### config.mk
export PLATFORM = sky130hd
export DESIGN_NAME = nfc_reader_frame_parser_core
export DESIGN_NICKNAME = d
export VERILOG_FILES = /design/src/rtl/nfcfp_pkg.sv /design/src/rtl/nfcfp_front.sv /design/src/rtl/nfcfp_queue.sv /design/src/rtl/nfcfp_back.sv /design/src/rtl/nfc_reader_frame_parser_core.sv
export SDC_FILE = /design/constraint.sdc
export NUM_CORES = 1
export LEC_CHECK = 0
export ABC_AREA = 1
export BUFFER_PORTS_ARGS = -buffer_cell sky130_fd_sc_hd__buf_2
export CAP_MARGIN = 5
export CORE_MARGIN = 5
export CORE_UTILIZATION = 40
export CTS_CLUSTER_DIAMETER = 120
export DETAILED_ROUTE_END_ITERATION = 10
export SLEW_MARGIN = 20
export SYNTH_ARGS = -nofsm -noshare
export SYNTH_HDL_FRONTEND = slang
export SYNTH_SLANG_ARGS = --single-unit
export TNS_END_PERCENT = 20
### constraint.sdc
create_clock -name clk -period 3.45 [get_ports clk]
set_clock_uncertainty 0.15 [all_clocks]
set_input_delay 0.5175 -clock clk [delete_from_list [all_inputs] [get_ports clk]]
set_output_delay 0.5175 -clock clk [all_outputs]
set_load 0.005 [all_outputs]
### src/rtl/nfcfp_pkg.sv
`timescale 1ns / 1ps

package nfcfp_pkg;

    // Parser phases, one-hot
    typedef enum logic [10:0] {
        PH_S0      = 11'b000_0000_0001,
        PH_S1      = 11'b000_0000_0010,
        PH_S2      = 11'b000_0000_0100,
        PH_LEN     = 11'b000_0000_1000,
        PH_LCS     = 11'b000_0001_0000,
        PH_ACKPOST = 11'b000_0010_0000,
        PH_TFI     = 11'b000_0100_0000,
        PH_CMD     = 11'b000_1000_0000,
        PH_DATA    = 11'b001_0000_0000,
        PH_DCS     = 11'b010_0000_0000,
        PH_POST    = 11'b100_0000_0000
    } phase_t;

    typedef enum logic [1:0] {
        KIND_PAYLOAD = 2'd0,
        KIND_OK      = 2'd1,
        KIND_ACK     = 2'd2,
        KIND_ERR     = 2'd3
    } kind_t;

    typedef enum logic [3:0] {
        ERR_NONE      = 4'd0,
        ERR_START     = 4'd1,
        ERR_LEN_SUM   = 4'd2,
        ERR_SHORT_LEN = 4'd3,
        ERR_TFI       = 4'd4,
        ERR_REPLY     = 4'd5,
        ERR_DATA_SUM  = 4'd6,
        ERR_POSTAMBLE = 4'd7,
        ERR_TARGETS   = 4'd8,
        ERR_UID_OVER  = 4'd9
    } err_t;

    // Register indexes on the config port
    localparam logic [1:0] REG_EXPECTED_REPLY = 2'd0;
    localparam logic [1:0] REG_DEVICE_TFI     = 2'd1;
    localparam logic [1:0] REG_EXTRACT_ID     = 2'd2;

    localparam logic [7:0] START_BYTE    = 8'h00;
    localparam logic [7:0] START_CODE    = 8'hFF;
    localparam logic [7:0] ACK_LCS       = 8'hFF;
    localparam logic [7:0] POSTAMBLE     = 8'h00;
    localparam logic [7:0] TFI_RESET     = 8'hD5;
    localparam logic [7:0] UID_LEN_INDEX = 8'd5;
    localparam logic [7:0] UID_START     = 8'd6;
    localparam logic [7:0] ONE_TARGET    = 8'd1;

    typedef struct packed {
        logic [7:0] expected_reply;
        logic [7:0] device_tfi;
        logic       extract_id;
    } cfg_t;

    // One decoded result plus the value-register action it carries
    typedef struct packed {
        kind_t      kind;
        logic [7:0] data;
        logic [7:0] count;
        err_t       err;
        logic       shift;   // append data to the value register
        logic       mask;    // keep only the configured low bytes after the append
        logic       clear;   // zero the value register (UID length byte)
    } op_t;

endpackage

### src/rtl/nfcfp_front.sv
`timescale 1ns / 1ps

module nfcfp_front
    import nfcfp_pkg::*;
(
    input  logic       clk,
    input  logic       rst_n,
    input  cfg_t       cfg,
    input  logic       rx_valid,
    input  logic [7:0] rx_byte,
    input  logic       q_full,
    output logic       push,
    output op_t        op
);

    phase_t     phase_reg, phase_next;
    logic [7:0] frame_length_reg, frame_length_next;
    logic [7:0] bytes_left_reg, bytes_left_next;
    logic [7:0] running_sum_reg, running_sum_next;
    logic [7:0] payload_index_reg, payload_index_next;
    logic [7:0] uid_length_reg, uid_length_next;
    logic       target_bad_reg, target_bad_next;
    logic       accept;
    logic [8:0] uid_end;

    assign accept  = rx_valid & ~q_full;
    assign uid_end = {1'b0, UID_START} + {1'b0, uid_length_reg};

    always_comb
    begin
        phase_next         = phase_reg;
        frame_length_next  = frame_length_reg;
        bytes_left_next    = bytes_left_reg;
        running_sum_next   = running_sum_reg;
        payload_index_next = payload_index_reg;
        uid_length_next    = uid_length_reg;
        target_bad_next    = target_bad_reg;
        push               = 1'b0;
        op                 = '0;
        op.kind            = KIND_ERR;
        op.err             = ERR_NONE;

        if (accept)
        begin
            case (phase_reg)
                PH_S0:
                begin
                    if (rx_byte != START_BYTE)
                    begin
                        push   = 1'b1;
                        op.err = ERR_START;
                    end
                    else
                        phase_next = PH_S1;
                end
                PH_S1:
                begin
                    if (rx_byte != START_BYTE)
                    begin
                        push       = 1'b1;
                        op.err     = ERR_START;
                        phase_next = PH_S0;
                    end
                    else
                        phase_next = PH_S2;
                end
                PH_S2:
                begin
                    if (rx_byte != START_CODE)
                    begin
                        push       = 1'b1;
                        op.err     = ERR_START;
                        phase_next = PH_S0;
                    end
                    else
                        phase_next = PH_LEN;
                end
                PH_LEN:
                begin
                    frame_length_next = rx_byte;
                    phase_next        = PH_LCS;
                end
                PH_LCS:
                begin
                    if (frame_length_reg == 8'd0 && rx_byte == ACK_LCS)
                        phase_next = PH_ACKPOST;
                    else if (8'(frame_length_reg + rx_byte) != 8'd0)
                    begin
                        push       = 1'b1;
                        op.err     = ERR_LEN_SUM;
                        phase_next = PH_S0;
                    end
                    else if (frame_length_reg < 8'd2)
                    begin
                        push       = 1'b1;
                        op.err     = ERR_SHORT_LEN;
                        phase_next = PH_S0;
                    end
                    else
                    begin
                        bytes_left_next = frame_length_reg - 8'd2;
                        phase_next      = PH_TFI;
                    end
                end
                PH_ACKPOST:
                begin
                    push       = 1'b1;
                    phase_next = PH_S0;
                    if (rx_byte != POSTAMBLE)
                        op.err = ERR_POSTAMBLE;
                    else
                        op.kind = KIND_ACK;
                end
                PH_TFI:
                begin
                    if (rx_byte != cfg.device_tfi)
                    begin
                        push       = 1'b1;
                        op.err     = ERR_TFI;
                        phase_next = PH_S0;
                    end
                    else
                    begin
                        running_sum_next   = rx_byte;
                        payload_index_next = 8'd0;
                        uid_length_next    = 8'd0;
                        target_bad_next    = 1'b1;
                        phase_next         = PH_CMD;
                    end
                end
                PH_CMD:
                begin
                    if (rx_byte != cfg.expected_reply)
                    begin
                        push       = 1'b1;
                        op.err     = ERR_REPLY;
                        phase_next = PH_S0;
                    end
                    else
                    begin
                        running_sum_next = running_sum_reg + rx_byte;
                        phase_next = (bytes_left_reg == 8'd0) ? PH_DCS : PH_DATA;
                    end
                end
                PH_DATA:
                begin
                    push             = 1'b1;
                    op.kind          = KIND_PAYLOAD;
                    op.data          = rx_byte;
                    running_sum_next = running_sum_reg + rx_byte;
                    if (cfg.extract_id)
                    begin
                        if (payload_index_reg == 8'd0)
                            target_bad_next = (rx_byte != ONE_TARGET);
                        if (payload_index_reg == UID_LEN_INDEX)
                        begin
                            uid_length_next = rx_byte;
                            op.clear        = 1'b1;
                        end
                        else if (payload_index_reg >= UID_START &&
                                 {1'b0, payload_index_reg} < uid_end)
                            op.shift = 1'b1;
                    end
                    else
                    begin
                        op.shift = 1'b1;
                        op.mask  = 1'b1;
                    end
                    payload_index_next = payload_index_reg + 8'd1;
                    bytes_left_next    = bytes_left_reg - 8'd1;
                    if (bytes_left_reg == 8'd1)
                        phase_next = PH_DCS;
                end
                PH_DCS:
                begin
                    if (8'(running_sum_reg + rx_byte) != 8'd0)
                    begin
                        push       = 1'b1;
                        op.err     = ERR_DATA_SUM;
                        phase_next = PH_S0;
                    end
                    else
                        phase_next = PH_POST;
                end
                PH_POST:
                begin
                    push       = 1'b1;
                    phase_next = PH_S0;
                    if (rx_byte != POSTAMBLE)
                        op.err = ERR_POSTAMBLE;
                    else if (cfg.extract_id && target_bad_reg)
                        op.err = ERR_TARGETS;
                    else if (cfg.extract_id && (payload_index_reg < UID_START ||
                             uid_end > {1'b0, payload_index_reg}))
                        op.err = ERR_UID_OVER;
                    else
                    begin
                        op.kind  = KIND_OK;
                        op.count = payload_index_reg;
                    end
                end
                default:
                    phase_next = PH_S0;
            endcase
        end
    end

    always_ff @(posedge clk or negedge rst_n)
    begin
        if (!rst_n)
        begin
            phase_reg         <= PH_S0;
            frame_length_reg  <= '0;
            bytes_left_reg    <= '0;
            running_sum_reg   <= '0;
            payload_index_reg <= '0;
            uid_length_reg    <= '0;
            target_bad_reg    <= 1'b0;
        end
        else
        begin
            phase_reg         <= phase_next;
            frame_length_reg  <= frame_length_next;
            bytes_left_reg    <= bytes_left_next;
            running_sum_reg   <= running_sum_next;
            payload_index_reg <= payload_index_next;
            uid_length_reg    <= uid_length_next;
            target_bad_reg    <= target_bad_next;
        end
    end

endmodule

### src/rtl/nfcfp_queue.sv
`timescale 1ns / 1ps

module nfcfp_queue
    import nfcfp_pkg::*;
(
    input  logic clk,
    input  logic rst_n,
    input  logic push,
    input  op_t  push_op,
    input  logic pop,
    output logic full,
    output logic q_valid,
    output op_t  q_op
);

    op_t        slot_reg [2];
    logic       wr_ptr_reg, wr_ptr_next;
    logic       rd_ptr_reg, rd_ptr_next;
    logic [1:0] count_reg, count_next;
    logic       do_push, do_pop;

    assign full    = (count_reg == 2'd2);
    assign q_valid = (count_reg != 2'd0);
    assign q_op    = slot_reg[rd_ptr_reg];
    assign do_push = push & ~full;
    assign do_pop  = pop & q_valid;

    always_comb
    begin
        wr_ptr_next = wr_ptr_reg ^ do_push;
        rd_ptr_next = rd_ptr_reg ^ do_pop;
        count_next  = count_reg + {1'b0, do_push} - {1'b0, do_pop};
    end

    always_ff @(posedge clk)
    begin
        if (do_push)
            slot_reg[wr_ptr_reg] <= push_op;
    end

    always_ff @(posedge clk or negedge rst_n)
    begin
        if (!rst_n)
        begin
            wr_ptr_reg <= 1'b0;
            rd_ptr_reg <= 1'b0;
            count_reg  <= '0;
        end
        else
        begin
            wr_ptr_reg <= wr_ptr_next;
            rd_ptr_reg <= rd_ptr_next;
            count_reg  <= count_next;
        end
    end

endmodule

### src/rtl/nfcfp_back.sv
`timescale 1ns / 1ps

module nfcfp_back
    import nfcfp_pkg::*;
#(
    parameter int VALUE_BYTES = 8
)
(
    input  logic        clk,
    input  logic        rst_n,
    input  logic        q_valid,
    input  op_t         q_op,
    output logic        pop,
    output logic        res_valid,
    input  logic        res_stall,
    output logic [1:0]  kind,
    output logic [7:0]  payload_byte,
    output logic [7:0]  payload_count,
    output logic [63:0] value,
    output logic [3:0]  error_code
);

    localparam int          VALUE_BITS = 8 * VALUE_BYTES;
    localparam logic [63:0] VALUE_MASK = ~64'd0 >> (64 - VALUE_BITS);

    logic        valid_reg, valid_next;
    kind_t       kind_reg;
    logic [7:0]  byte_reg;
    logic [7:0]  count_reg;
    logic [63:0] value_reg;
    err_t        err_reg;
    logic [63:0] shift_reg, shift_next;
    logic [63:0] appended;

    assign pop      = q_valid & (~valid_reg | ~res_stall);
    assign appended = {shift_reg[55:0], q_op.data};

    always_comb
    begin
        valid_next = pop | (valid_reg & res_stall);
        shift_next = shift_reg;
        if (pop)
        begin
            if (q_op.kind != KIND_PAYLOAD)
                shift_next = '0;            // frame done: start the next one empty
            else if (q_op.clear)
                shift_next = '0;
            else if (q_op.shift)
                shift_next = q_op.mask ? (appended & VALUE_MASK) : appended;
        end
    end

    always_ff @(posedge clk)
    begin
        if (pop)
        begin
            kind_reg  <= q_op.kind;
            byte_reg  <= q_op.data;
            count_reg <= q_op.count;
            err_reg   <= q_op.err;
            value_reg <= (q_op.kind == KIND_OK) ? shift_reg : 64'd0;
        end
    end

    always_ff @(posedge clk or negedge rst_n)
    begin
        if (!rst_n)
        begin
            valid_reg <= 1'b0;
            shift_reg <= '0;
        end
        else
        begin
            valid_reg <= valid_next;
            shift_reg <= shift_next;
        end
    end

    assign res_valid     = valid_reg;
    assign kind          = kind_reg;
    assign payload_byte  = byte_reg;
    assign payload_count = count_reg;
    assign value         = value_reg;
    assign error_code    = err_reg;

endmodule

### src/rtl/nfc_reader_frame_parser_core.sv
`timescale 1ns / 1ps

// Frame parser for an NFC reader link. Feed received bytes one word per cycle on
// rx_valid/rx_stall/rx_byte; each byte yields at most one result word on the
// res_* channel: a payload byte (kind 0), a good frame with payload count and value
// (kind 1), an ACK frame (kind 2) or a numbered error (kind 3), after which the
// parser waits for a new 00 00 FF start. The block takes one byte every cycle:
// the byte is checked combinationally by the front parser, the decoded result
// goes through a two-entry queue, and the back stage builds the value and holds
// the result register, so a stalled result only stops input once the queue is
// full. A byte's result word enters the queue as the byte is taken, then the
// back stage loads it into the result register that drives res_*. The value is
// the big-endian last VALUE_BYTES payload bytes, or the card UID when extract_id
// is set. Registers (APB, byte address 4*i): 0 expected_reply, 1 device_tfi
// (reset 0xD5), 2 extract_id; write them only while no frame is in flight.
module nfc_reader_frame_parser_core
    import nfcfp_pkg::*;
#(
    parameter int VALUE_BYTES = 8
)
(
    input  logic        clk,
    input  logic        rst_n,
    input  logic        psel,
    input  logic        penable,
    input  logic        pwrite,
    input  logic [3:0]  paddr,
    input  logic [31:0] pwdata,
    output logic [31:0] prdata,
    output logic        pready,
    input  logic        rx_valid,
    output logic        rx_stall,
    input  logic [7:0]  rx_byte,
    output logic        res_valid,
    input  logic        res_stall,
    output logic [1:0]  kind,
    output logic [7:0]  payload_byte,
    output logic [7:0]  payload_count,
    output logic [63:0] value,
    output logic [3:0]  error_code
);

    cfg_t       cfg_reg, cfg_next;
    logic       wr_en;
    logic [1:0] reg_index;
    logic       push, pop, q_full, q_valid;
    op_t        push_op, q_op;

    // Register file: word-aligned, low address bits ignored
    assign pready    = 1'b1;
    assign reg_index = paddr[3:2];
    assign wr_en     = psel & penable & pwrite;

    always_comb
    begin
        cfg_next = cfg_reg;
        if (wr_en)
        begin
            case (reg_index)
                REG_EXPECTED_REPLY: cfg_next.expected_reply = pwdata[7:0];
                REG_DEVICE_TFI:     cfg_next.device_tfi     = pwdata[7:0];
                REG_EXTRACT_ID:     cfg_next.extract_id     = pwdata[0];
                default:            cfg_next = cfg_reg;
            endcase
        end
    end

    always_comb
    begin
        case (reg_index)
            REG_EXPECTED_REPLY: prdata = {24'd0, cfg_reg.expected_reply};
            REG_DEVICE_TFI:     prdata = {24'd0, cfg_reg.device_tfi};
            REG_EXTRACT_ID:     prdata = {31'd0, cfg_reg.extract_id};
            default:            prdata = 32'd0;
        endcase
    end

    always_ff @(posedge clk or negedge rst_n)
    begin
        if (!rst_n)
        begin
            cfg_reg.expected_reply <= 8'd0;
            cfg_reg.device_tfi     <= TFI_RESET;
            cfg_reg.extract_id     <= 1'b0;
        end
        else
            cfg_reg <= cfg_next;
    end

    // Hold input while the queue has no room
    assign rx_stall = q_full;

    nfcfp_front u_front (
        .clk      (clk),
        .rst_n    (rst_n),
        .cfg      (cfg_reg),
        .rx_valid (rx_valid),
        .rx_byte  (rx_byte),
        .q_full   (q_full),
        .push     (push),
        .op       (push_op)
    );

    nfcfp_queue u_queue (
        .clk     (clk),
        .rst_n   (rst_n),
        .push    (push),
        .push_op (push_op),
        .pop     (pop),
        .full    (q_full),
        .q_valid (q_valid),
        .q_op    (q_op)
    );

    nfcfp_back #(
        .VALUE_BYTES (VALUE_BYTES)
    ) u_back (
        .clk           (clk),
        .rst_n         (rst_n),
        .q_valid       (q_valid),
        .q_op          (q_op),
        .pop           (pop),
        .res_valid     (res_valid),
        .res_stall     (res_stall),
        .kind          (kind),
        .payload_byte  (payload_byte),
        .payload_count (payload_count),
        .value         (value),
        .error_code    (error_code)
    );

endmodule

## Word-level counts from Yosys, hierarchy flattened

Memory sizes are Yosys's and may differ from the RTL's.
Cells that the tools add are included.

| storage, ports and cells | value |
|---|---|
| flip-flop bits (word level) | 224 |
| bits in latches | 0 |
| bits in writable memories | 50 |
| ROM bits | 0 |
| logic and storage cells | 186 |
| memories | 1 |

Memories:

| name | depth | width | rd ports | clocked after memory_dff | wr ports | RTL line | source |
|---|---|---|---|---|---|---|---|
| u_queue.slot_reg | 2 | 25 | 1 | 0 | 1 | nfcfp_queue.sv:16 | `op_t slot_reg [2];` |

| cells by class | value |
|---|---|
| $add $sub $neg | 8 |
| multipliers | 0 |
| div/mod/pow operators | 0 |
| order comparisons | 5 |
| equal/unequal tests | 32 |
| shifts and indexed selects | 0 |
| mux-type cells | 75 |
| bitwise gates (word level) | 14 |
| reductions and logical operators | 31 |

Operators with widths:

| cell | count |
|---|---|
| $mux W64 | 3 |
| $mux W8 | 14 |
| $pmux W11 S9 | 1 |
| $mux W11 | 6 |
| $pmux W8 S2 | 3 |
| $pmux W8 S3 | 2 |
| $pmux W4 S8 | 1 |
| $mux W25 | 1 |
| $logic_not A8 Y1 | 3 |
| $mux W4 | 6 |
| $reduce_bool A8 Y1 | 3 |
| $mux W1 | 23 |
| $mux W3 | 6 |
| $add A8 B8 Y8 | 2 |
| $ne A8 B8 Y1 | 2 |
| $reduce_and A5 Y1 | 3 |
| $ne A2 B2 Y1 const B | 7 |
| $eq A11 B1 Y1 const B | 1 |
| $eq A11 B10 Y1 const B | 1 |
| $eq A11 B11 Y1 const B | 1 |
| $eq A11 B2 Y1 const B | 1 |
| $eq A11 B3 Y1 const B | 1 |
| $eq A11 B4 Y1 const B | 1 |
| $eq A11 B5 Y1 const B | 1 |
| other kinds (43) | 72 |

## Logic depth before layout (Yosys ltp)

Gate-level depths: netlist of the first run.

| logic depth | value |
|---|---|
| depth in word-level cells | 9 |
| gate-level depth with buffers | 18 |

## By module

A second synthesis of the first run with hierarchy kept.

| unflattened totals | value |
|---|---|
| cell total of the unflattened synthesis | 1,701 |
| area, all modules | 14,427.6 um2 |

Modules (own cells, without submodules):

| module | instances | cells each | area each (um2) |
|---|---|---|---|
| nfcfp_back | 1 | 650 | 6,281.0 |
| nfcfp_front | 1 | 754 | 4,986.0 |
| nfcfp_queue | 1 | 161 | 2,099.5 |
| nfc_reader_frame_parser_core | 1 | 136 | 1,061.0 |

## Worst setup path before layout of the first run

OpenSTA, ideal clock, no wires.

| path | value |
|---|---|
| path type | input to register |
| start point | input port res_stall |
| end point | register u_queue.count_reg[1] |
| data arrival time | 3.589 ns |
| required time | 3.221 ns |
| slack | -0.368 ns |
| cell stages on the path | 7 |
| path buffers | 0 |
| cells stage by stage | nand2_1 o21a_1 ha_1 inv_1 ha_1 xnor2_1 xor2_1 |

| between the ends | value |
|---|---|
| longest elaborated chain between the ends | 5 |

Ends and longest elaborated chain:

| element | RTL line | source |
|---|---|---|
| from (decl) | nfc_reader_frame_parser_core.sv:35 | `input logic res_stall,` |
| $not A1 Y1 | nfcfp_back.sv:35 | `assign pop = q_valid & (~valid_reg \| ~res_stall);` |
| $or A1 B1 Y1 | nfcfp_back.sv:35 |  |
| $and A1 B1 Y1 | nfcfp_back.sv:35 |  |
| named net pop | nfc_reader_frame_parser_core.sv:46 | `logic push, pop, q_full, q_valid;` |
| $and A1 B1 Y1 | nfcfp_queue.sv:26 | `assign do_pop = pop & q_valid;` |
| $sub A2 B1 Y2 | nfcfp_queue.sv:32 | `count_next = count_reg + {1'b0, do_push} - {1'b0, do_pop};` |
| named net u_queue.count_next[1] | nfcfp_queue.sv:19 | `logic [1:0] count_reg, count_next;` |
| to (signal assigned) | nfcfp_queue.sv:53 | `count_reg <= count_next;` |
| to (decl) | nfcfp_queue.sv:19 |  |

The timed path passes the listed nets, and every way through them passes these cells.
A chain may end at the register's enable or synchronous reset.

## Worst setup path after layout of the first run

| path | value |
|---|---|
| start point | register u_front.running_sum_reg[0] |
| end point | memory u_queue.slot_reg[0][16] (netlist bit) (enable) |

| between the ends | value |
|---|---|
| longest elaborated chain between the ends | 8 |

Ends and longest elaborated chain:

| element | RTL line | source |
|---|---|---|
| from (decl) | nfcfp_front.sv:19 | `logic [7:0] running_sum_reg, running_sum_next;` |
| from (signal assigned) | nfcfp_front.sv:225 | `running_sum_reg <= running_sum_next;` |
| $add A8 B8 Y8 | nfcfp_front.sv:176 | `if (8'(running_sum_reg + rx_byte) != 8'd0)` |
| $reduce_bool A8 Y1 | nfcfp_front.sv:176 |  |
| $mux W1 | nfcfp_front.sv:176 |  |
| $pmux W1 S7 | nfcfp_front.sv:45 | `case (phase_reg)` |
| $mux W1 | nfcfp_front.sv:43 | `if (accept)` |
| $and A1 B1 Y1 | nfcfp_queue.sv:25 | `assign do_push = push & ~full;` |
| $mux W1 | nfcfp_queue.sv:37 | `if (do_push)` |
| $mux W1 (not written as such) | nfcfp_queue.sv:38 | `slot_reg[wr_ptr_reg] <= push_op;` |
| to (decl) | nfcfp_queue.sv:16 |  |

No other way between the ends.

==> impl_metrics.ini, run 1 <==
[finish]
drive_above_1_share_pct = 19.79
finalNonFillerCells = 2055
utilization_pct = 46.50
nNetsFinal = 1670
fillers = 3206
antennaDiodeCount = 0
finalInstanceArea_um2 = 15630
regArea_um2 = 7485
multi_input_comb_area_um2 = 5009
syn2layout_area_growth_pct = 14.35

[cts]
cts_buffer_depth = 3
path_clk_slew_ns = 0.06
tritoncts = yes
cts_root_buf = clkbuf_16
postCtsSetupRepairBufs = 0
insertion_delay_ns = 0.56
cts_buffers = 29
cts.sinks = 272
cts_htree_levels = 1
cts_resized = 0
hold_buffers = 1

[power_and_ir_drop]
vdd_ir_drop_max_v = 0.0004131
p_leak_nw = 6.983
p_per_area_nw_per_um2 = 649.9

[logic_synthesis]
ys_ff_latch = 272
yosys_warnings = 0
syn_inst = 1461
synthArstFlopShare_pct = 50.74
ys.flop_type = edfxtp_1
yosysUniqueCellTypes = 43
synth-edff-count = 134
syn-mean-instance-area_um2 = 9.357
synth_area_um2 = 13670
ys_seq_area_share_pct = 54.75

[sta]
fin_tns_setup_ns = 0
setup_viol = 0
slew_violations = 0
tightestPinTransition_ns = 0.9342
whs_ns = 0.05120
finalHoldViolCount = 0
max_freq_ghz = 0.3247
min_period_ns = 3.080
rsz0062_at_grt = no
max_slew_margin_pct = 37.72
period_share_pct = 89.28

[place]
port_buffers = 120
gp_congestion = 0.8688
dp.cells = 2000
dp_hpwl_mm = 21.13
place_area_um2 = 14650

[floorplanning]
core_area_um2 = 33620
die_h_um = 194.9
placementRows = 67
start_util_pct = 40.67
die_w_um = 194.9
num_io_pins = 172
die-area_um2 = 37970

[drt]
wl_per_cell_um = 14.41
post-route-drc-count = 0
drt_wl_total_mm = 29.61
ant_nets = 0
vias = 9784
drtIter0Drc = 541
drtPass1Iterations = 5
vias_per_cell = 4.761

[flow_run]
maxCapViolCount = 0

[min_path]
min_from = pwdata[2]
worst_hold_path_type = primary input to flip-flop
hold_depth = 3
holdPathEnd = cfg_reg[3]

[setup_path]
crit_type = flip-flop to flip-flop
regToRegEndpoint = u_queue.slot_reg[0][16]
crit_required_ns = 3.60
start_kind = flip-flop
reg2reg_depth = 13
r2r_slack_ns = 0.37
rr_startpoint = u_front.running_sum_reg[0]
critPathCaptureType = flip-flop
cp_max_fo = 24
crit_arrival_ns = 3.23

[global_routing]
grt_antenna_before_repair = 0
grt_start_max_net_pins = 68
gr-total-overflow = 0
grt_usage_pct = 15.55
grt_pass1_wl_mm = 49.47
first_global_vias = 9790

[outcome]
status = finished clean
## worst max-delay path by stage
stage,startpoint,end,slack [ns],cells after the start
4_1_cts,u_front.running_sum_reg[0],u_queue.slot_reg[0][23],0.35,13
3_3_place_gp,rx_byte[0],u_queue.slot_reg[0][22],0.10,14
2_1_floorplan,rx_byte[0],u_queue.slot_reg[0][0],0.30,12
3_5_place_dp,rx_byte[0],u_queue.slot_reg[0][18],0.07,14
5_1_grt,u_front.running_sum_reg[0],u_queue.slot_reg[0][0],0.16,13
6_report,u_front.running_sum_reg[0],u_queue.slot_reg[0][16],0.37,13
## Yosys cell counts, types with 4 or more instances
master | n | area share (%)
ha_1 | 33 | 3.0
xor2_1 | 16 | 1.0
clkbuf_1 | 15 | 0.41
buf_4 | 29 | 1.6
buf_2 | 12 | 0.44
inv_2 | 6 | 0.16
buf_6 | 15 | 1.2
nand4_1 | 26 | 1.2
dfrtp_1 | 132 | 24
o21ai_2 | 62 | 4.0
a21oi_1 | 12 | 0.44
o21ai_1 | 5 | 0.18
nand3_1 | 89 | 3.3
nor4_1 | 4 | 0.18
nor2_1 | 138 | 3.8
nor3_1 | 27 | 0.99
nand3_2 | 41 | 3.0
nand2_1 | 333 | 9.1
o22ai_1 | 4 | 0.18
or2_2 | 4 | 0.18
xnor2_1 | 12 | 0.77
inv_1 | 199 | 5.5
o21ai_0 | 75 | 2.7
edfxtp_1 | 134 | 29
dfstp_2 | 6 | 1.2
## layer usage
layer  vias to the layer above  global-route usage, %  wire length (um)
met5                         -                      0                 0
met4                         0                  3.646               559
met3                        44                  2.303              1483
met2                       214                  26.96             14280
met1                      4571                  20.72             13290
li1                       4955                      -                 -
## metrics by stage
| stage | power, W | setup WS [ns] |
|---|---|---|
| 3_5_place_dp | 0.007128 | 0.07424 |
| 6_report | 0.01016 | 0.3698 |
| 5_1_grt | 0.01082 | 0.1584 |
| 4_1_cts | 0.01032 | 0.3503 |
| 2_1_floorplan | 0.006295 | 0.3020 |
| 3_3_place_gp | 0.007070 | 0.1031 |
## power by group
part | internal [W] | leakage [nW] | switching [W]
Sequential | 0.00421 | 3.11 | 0.000294
Clock | 0.00183 | 0.465 | 0.00131
Combinational | 0.000841 | 3.41 | 0.00168
Total | 0.00688 | 6.98 | 0.00328
## cell type report
| class | count | share of cell area, % |
|---|---|---|
| sequential | 272 | 47.88 |
| multi-input combinational | 934 | 32.04 |
| timing repair buffer | 141 | 5.307 |
| inverter | 206 | 4.978 |
| clock buffer | 36 | 4.938 |
| tap | 448 | 3.586 |
| clock inverter | 18 | 1.273 |
## worst max-delay path: stages, from the launching register on
cell	delay [ns]
dfrtp_1	0.39
ha_1	0.24
fa_1	0.49
or2_2	0.30
nor2_1	0.11
nand3_1	0.08
nor2_1	0.10
nand4_1	0.16
nand2_1	0.13
nand3_1	0.09
nand2_1	0.07
inv_1	0.09
ha_1	0.24
buf_12	0.18
## cells in the final DEF (no fill, tap or decap), drive strengths merged, types with 6 or more instances in the layout
| cell | instances |
|---|---|
| nand2 | 336 |
| conb | 25 |
| o21ai | 142 |
| xor2 | 16 |
| nor3 | 27 |
| nand4 | 27 |
| xnor2 | 12 |
| a21oi | 13 |
| ha | 33 |
| buf | 140 |
| dfrtp | 132 |
| inv | 206 |
| clkbuf | 36 |
| nor2 | 142 |
| clkinv | 11 |
| or2 | 6 |
| dfstp | 6 |
| edfxtp | 134 |
| nand3 | 130 |
## cell families (layout without fill, tap and decap cells)
| kind of cell | count (synthesis) | after routing | synth area share (%) |
|---|---|---|---|
| flops | 272 | 272 | 54.75 |
| fa+ha+maj | 35 | 35 | 3.313 |
| xor+xnor | 28 | 28 | 1.794 |
| other cells | 2 | 25 | 0.05494 |
| compound gates | 170 | 170 | 8.164 |
| buf+inv | 278 | 401 | 9.372 |
| simple gates | 676 | 676 | 22.55 |
Power figures use the tool's default switching activity.
==> run 2: changes to the inputs <==
- CORE_UTILIZATION: 40 -> 53
- PLACE_DENSITY: unset -> 0.77
==> run 2 against run 1 <==
Count of clock-buffer cells in the layout rose by 2. Combinational power about the same. Global-route usage up 4.2 points. Via count up 2.7%. Final area down 1.8%. Register-to-register slack gained 0.02 ns. Worst setup slack better by 0.020 ns. First-iteration DRC count grew 53%. Wire length down 2.8%. Die area is 23% lower. Utilization increased by 14 points. Critical path type unchanged.
==> impl_metrics.ini, run 2 (same netlist as run 1, synthesis figures left out) <==
[outcome]
status = finished clean

[global_routing]
first_global_vias = 9768
met2_usage_pct = 34.66
busiest_layer = met2
gr-total-overflow = 0
grt_pass1_wl_mm = 47.54
grt_usage_pct = 19.75
global_route.usage.met1_pct = 25.80
grt_use_met3_pct = 2.726
grt_start_max_net_pins = 88
grt_antenna_before_repair = 0

[drt]
vias_per_cell = 5.208
post-route-drc-count = 0
vias = 10050
drtPass1Iterations = 5
wl_per_cell_um = 14.92
ant_nets = 0
drt_wl_total_mm = 28.79
drtIter0Drc = 830

[finish]
mostFrequentLayoutCells = 332 x nand2_1, 199 x inv_1, 137 x nor2_1
nNetsFinal = 1665
drive_above_1_share_pct = 19.13
syn2layout_area_growth_pct = 12.25
antennaDiodeCount = 0
layout_commonest_cell = nand2_1

[sta]
worst_slack_ns = 0.3897
period_share_pct = 88.70
max_slew_margin_pct = 38.81
rsz0062_at_grt = no
setup_viol = 0
slew_violations = 0
max_freq_ghz = 0.3268
tightestPinTransition_ns = 0.9179
fin_tns_setup_ns = 0
min_period_ns = 3.060
finalHoldViolCount = 0

[setup_path]
path_delay_family = simple AND/OR/NAND/NOR gates
crit_type = flip-flop to flip-flop
crit_arrival_ns = 3.19
critPathBufInv = 2
critPathCaptureType = flip-flop
crit_path_top_delay_cell = fa_1
cpPeakStageDelay_ns = 0.47
crit_required_ns = 3.58
path_cells = ha_1 -> fa_1 -> or2_2 -> nor2_1 -> nand3_1 -> nor2_1 -> nand4_1 -> nand2_1 -> nand3_1 -> nand2_1 -> inv_1 -> ha_1 -> buf_12
cp_max_fo = 24
start_kind = flip-flop

[power_and_ir_drop]
p_leak_nw = 6.914
vdd_ir_drop_max_v = 0.0004369
p_per_area_nw_per_um2 = 641.1

[cts]
insertion_delay_ns = 0.54
cts_buffers = 27
cts_resized = 0
tritoncts = yes
cts.sinks = 272
cts_root_buf = clkbuf_16
path_clk_slew_ns = 0.06
postCtsSetupRepairBufs = 0
hold_buffers = 1
cts_buffer_depth = 3
cts_htree_levels = 1

[place]
dp_hpwl_mm = 20.43
port_buffers = 120
gp_congestion = 0.9070
preCtsSetupSlack_ns = 0.1251

[floorplanning]
die-area_um2 = 29110
placementRows = 58
num_io_pins = 172
start_util_pct = 53.98
die_h_um = 170.6
core_area_um2 = 25330
die_w_um = 170.6

[min_path]
worst_hold_path_type = primary input to flip-flop

[flow_run]
maxCapViolCount = 0
run 2: cell type report:
type                       count  area (um^2)
fill                        2058         9982
tap                          330        412.9
inverter                     206        778.2
clock buffer                  38        747.0
sequential                   272         7485
multi-input combinational    934         5009
clock inverter                12        93.84
timing repair buffer         138        819.5
run 2: power breakdown:
part / total (W) / internal, W / switching, W
Clock: 0.00279 / 0.00159 / 0.00120
Sequential: 0.00451 / 0.00421 / 0.000305
Combinational: 0.00253 / 0.000855 / 0.00168
run 2: worst paths after layout:
| kind | start | endpoint | slack [ns] | depth (start not counted) |
|---|---|---|---|---|
| max | u_front.running_sum_reg[0] | u_queue.slot_reg[1][18] | 0.39 | 13 |
| min | pwdata[2] | cfg_reg[3] | 0.06 | 3 |
| max reg2reg | u_front.running_sum_reg[0] | u_queue.slot_reg[1][18] | 0.39 | 13 |
| min reg2reg | u_front.uid_length_reg[2] | u_front.uid_length_reg[2] | 0.34 | 2 |
| max in group asynchronous | rst_n | u_front.phase_reg[0] | 1.88 | 3 |
| min in group asynchronous | rst_n | u_back.shift_reg[26] | 0.41 | 2 |
run 2: stage by stage:
step                      area (um^2)  instances  power [W]  utilization, %  hold slack, ns
after global placement          14490       1879   0.007010           57.23          0.3217
after floorplan                 13760       1484   0.006295               -         0.07191
after detailed placement        14490       1879   0.007126           57.23          0.3253
final                           15340       1930   0.009837           60.59         0.06216
after CTS                       15340       1930   0.009930           60.59         0.05325
after global routing            15340       1930    0.01042           60.59         0.08104
run 2: layer usage:
metal,wire length (um),part of all wire (%),vias up
met5,0,0,-
met4,789,2.7,0
met3,1625,5.6,68
met2,14240,49,282
met1,12140,42,4752
li1,-,-,4949
run 2: tightest hold or removal path: stages:
cell and delay (ns):
buf_2 0.10, inv_1 0.05, o21ai_0 0.08
